<file path="src/rtl/lpm_ram.sv">
// Generic single-port-write, single-port-read RAM with registered read data.
module lpm_ram #(
  parameter int WIDTH = 8,
  parameter int DEPTH = 16
) (
  input  logic                     clk,
  input  logic                     we,
  input  logic [$clog2(DEPTH)-1:0] waddr,
  input  logic [WIDTH-1:0]         wdata,
  input  logic [$clog2(DEPTH)-1:0] raddr,
  output logic [WIDTH-1:0]         rdata
);

  logic [WIDTH-1:0] mem [DEPTH];

  always_ff @(posedge clk) begin
    if (we) mem[waddr] <= wdata;
    rdata <= mem[raddr];
  end

endmodule

</file>
<file path="config.mk">
export PLATFORM = sky130hd
export DESIGN_NAME = lpm_ram
export DESIGN_NICKNAME = d
export VERILOG_FILES = /design/src/rtl/lpm_ram.sv
export SDC_FILE = /design/constraint.sdc
export NUM_CORES = 1
export LEC_CHECK = 0
export ABC_AREA = 1
export BUFFER_PORTS_ARGS = -buffer_cell sky130_fd_sc_hd__buf_4
export CAP_MARGIN = 10
export CORE_MARGIN = 8
export CORE_UTILIZATION = 57
export DETAILED_ROUTE_END_ITERATION = 16
export HOLD_SLACK_MARGIN = 0.06
export PLACE_DENSITY_LB_ADDON = 0.05
export SKIP_CTS_REPAIR_TIMING = 1
export SLEW_MARGIN = 0
export SYNTH_ARGS = -nofsm -noshare
export SYNTH_HDL_FRONTEND = slang
export SYNTH_SLANG_ARGS = --single-unit
</file>
<file path="constraint.sdc">
create_clock -name clk -period 2.4 [get_ports clk]
set_input_delay 0.48 -clock clk [delete_from_list [all_inputs] [get_ports clk]]
set_output_delay 0.48 -clock clk [all_outputs]
set_load 0.1 [all_outputs]
</file>
# [Word level (Yosys, flattened, before mapping)]
# Memory sizes are Yosys's and may differ from the RTL's. A register that Yosys moved wholly into a read port is not among the register bits.
# Index checks and enable logic that the tools add are counted.
[word_totals] inputBits=18 out_inout_bits=8 mem_count=1 elab_cells=3 reg_bits=0 ram_bits=128
[mem_list] name="mem" words=16 width=8 read_ports=1 rd_ports_with_merged_regs=1 wr=1 line="14" text="logic [WIDTH-1:0] mem [DEPTH];"
[op_classes] mux=2
[ops] cell="$mux 1" count=2

# [Logic depth before layout (Yosys ltp)]
[depth] word_depth=2 mapped_depth=8 depth_no_buf=7

# [Worst setup path after synthesis]
# No wires, ideal clock.
[synth_path] path_kind="input to register" start="input port waddr[2]" end="memory mem[10][0], enable pin" setup_ns=0.370 required_time_ns=2.030 setup_slack_ns=0.969 n_path_buf=0 t_arrival_ns=1.061 path_stages=2 cell_sequence="nand3b_1 nor2_1"
[synth_rtl] item="start: declaration" line="8" text="input logic [$clog2(DEPTH)-1:0] waddr,"
[synth_rtl] item="end: declaration" line="14"
# Straight into the memory's write port.

# [Worst setup path in the final report]
[layout_path] start="register rdata[7] (read register of mem)" end="output port rdata[7]"
[layout_rtl] item="start: declaration" line="11" text="output logic [WIDTH-1:0] rdata"
# No word-level cell between the ends.

==> flow_metrics.tcl <==
set metrics [dict create \
    dp_hpwl_um 8360 \
    clockBufferDepth 2 \
    nFillCells 798 \
    synth_most_common_cell "nand2_1" \
    postSynthRegisterBits 136 \
    htree_levels 4 \
    cts.sinks 136 \
    synth-edff-count 128 \
    async_reset_ff_frac 0 \
    cts_tree "yes" \
    overflow 0 \
    initial_utilization 0.587 \
    yosys_warnings 0 \
    rsz0062_at_grt "no" \
    synth_common_cells "nand2_1 (173), edfxtp_1 (128), inv_1 (100)" \
    die_w_um 117 \
    synth_cell_types 12 \
    root_buffer "clkbuf_8" \
    fin_skew_ns 0.00914 \
    worst-r2r-setup-slack_ns 1.34 \
    synth_cells 551 \
    wl_per_cell_um 18.2 \
    finalSetupViolations 0 \
    core.rowCount 36 \
    timing.hold.ws_ns 0.287 \
    io_buffers 25 \
    grt_usage 0.211 \
    p_leak_nw 2.90 \
    hp-class "input port to register" \
    startpoint_type "register" \
    critPathRequiredTime_ns 1.92 \
    synth_area_mm2 0.00577 \
    area_growth_pct 15.3 \
    path_clk_slew_ns 0.06 \
    crit_chain "buf_4" \
    final_layout_size_suffix_gt1_frac 0.120 \
    io_pins 26 \
    seq_area_frac_synth 0.694 \
    ys_top_cells_by_area "edfxtp_1 (67%), nand2_1 (11%), nand3_1 (8.4%), inv_1 (6.5%), dfxtp_1 (2.8%)" \
    yosys.area.top_type_share 0.667 \
    holdPathEnd "rdata[3]" \
    drt_pass1_iterations 7 \
    reg2reg_to "rdata[3]" \
    syn_nets 569 \
    crit_fanout 1 \
    finalNetCount 603 \
    yosys.area.top_type "edfxtp_1" \
    fmax_mhz 598 \
    die_area_mm2 0.0136 \
    globalplace.congestion 0.820 \
    antenna_cells_inserted 0 \
    vias 3886 \
    outcome "completed" \
    ir_worst_vdd_uv 598 \
    path_class "register to output port" \
    setup_tns_ns 0 \
    synth_ff_type "edfxtp_1" \
    hold_start "raddr[3]" \
    maxSlewHeadroom 0.486 \
    core_mm2 0.00982 \
    min_path_cells 3 \
    pre_cts_slack_ns 0.544 \
    numCtsBuffers 17 \
    antenna_found_initial 0 \
    grt_pass1_wl_um 20500 \
    grt_max_degree 43 \
    crit_arrival_ns 1.19 \
    fin_ws_ns 0.728 \
    worst-r2r-cell-count 6 \
    period_share 0.696 \
    die_h_um 117 \
    cp-end-kind "output port" \
    grt_pass1_vias 3743 \
    drv_slew 0 \
    min_period_ns 1.67 \
    viasPerCell 5.32 \
    drc_errors 0 \
    maxCapViolCount 0 \
    max_stage_delay_ns 0.37 \
    syn_area_per_cell_um2 10.5 \
    dr.first_iter.drc_count 343 \
    cp_slowest_cell "dfxtp_1" \
    r2r-start "mem[1][3]" \
    hold_viol_final 0 \
    final_antenna_net_count 0 \
    routed_wl_um 13300 \
    critical_path.top_delay_family "flip-flops" \
    worstSkewPairLatency_ns 0.52 \
    worstMarginPinSlew_ns 0.767 \
    power_density_mw_per_mm2 841 \
    path_buf_inv 1 \
]
-- placed cells by master, fill, tap and decap left out --
| cell type | instances |
|---|---|
| edfxtp_1 | 128 |
| buf_12 | 2 |
| nor2_1 | 17 |
| dfxtp_1 | 8 |
| clkinvlp_4 | 1 |
| buf_4 | 37 |
| nand3_1 | 97 |
| clkbuf_8 | 1 |
| bufinv_16 | 2 |
| clkbuf_16 | 16 |
| inv_2 | 2 |
| nand3b_1 | 2 |
| clkbuf_1 | 1 |
| clkinv_4 | 4 |
| inv_6 | 3 |
| clkinv_2 | 4 |
| inv_1 | 100 |
| nand2_1 | 173 |
-- area by class of cell --
type	count	area, um2	share of cell area
Sequential cell	136	4000	0.602
Multi-Input combinational cell	289	1210	0.182
Clock buffer	18	418	0.0628
Inverter	102	383	0.0576
Timing Repair Buffer	39	318	0.0478
Tap cell	133	166	0.0250
Clock inverter	14	149	0.0224
-- logic make-up (layout without fill, tap and decap cells) --
group                  after synthesis  in the layout  share of synthesized area
flip-flops                         136            136                      0.694
buffers and inverters              126            173                     0.0952
AND/OR/NAND/NOR                    289            289                      0.210
-- how the worst max path moves through the flow --
stage	from	to	slack, ns	depth (start not counted)
4_1_cts	rdata[7]	rdata[7]	0.70	1
6_report	rdata[7]	rdata[7]	0.73	1
2_1_floorplan	waddr[2]	mem[10][0]	0.97	2
3_3_place_gp	waddr[2]	mem[10][7]	0.57	3
3_5_place_dp	waddr[2]	mem[10][4]	0.54	3
5_1_grt	rdata[7]	rdata[7]	0.69	1
-- layer usage --
layer,up-vias,GRT usage,part of all wire
met5,-,0,0
met4,0,0.0956,0.020
met3,21,0.0465,0.061
met2,152,0.337,0.48
met1,1870,0.270,0.44
li1,1843,-,-
-- state kept, by name (all words and copies together), names as in the netlist --
signal / flops
mem: 128
rdata: 8
-- through the flow --
stage	util	instance area [um2]	power (W)	cells
after global routing	0.677	6650	0.00575	731
after CTS	0.677	6650	0.00562	731
after detailed placement	0.620	6080	0.00317	699
final	0.677	6650	0.00560	731
after floorplan	-	5770	0.00302	551
after global placement	0.620	6080	0.00317	699
-- power by group --
| group | internal, W | total (W) | switching (W) | leakage, nW |
|---|---|---|---|---|
| clock network | 0.00148 | 0.00247 | 0.000987 | 0.280 |
| logic | 0.000111 | 0.000450 | 0.000340 | 1.39 |
| registers | 0.00265 | 0.00267 | 0.0000185 | 1.22 |
| total | 0.00425 | 0.00560 | 0.00135 | 2.90 |
No activity file was read; power rests on OpenSTA's default activity.
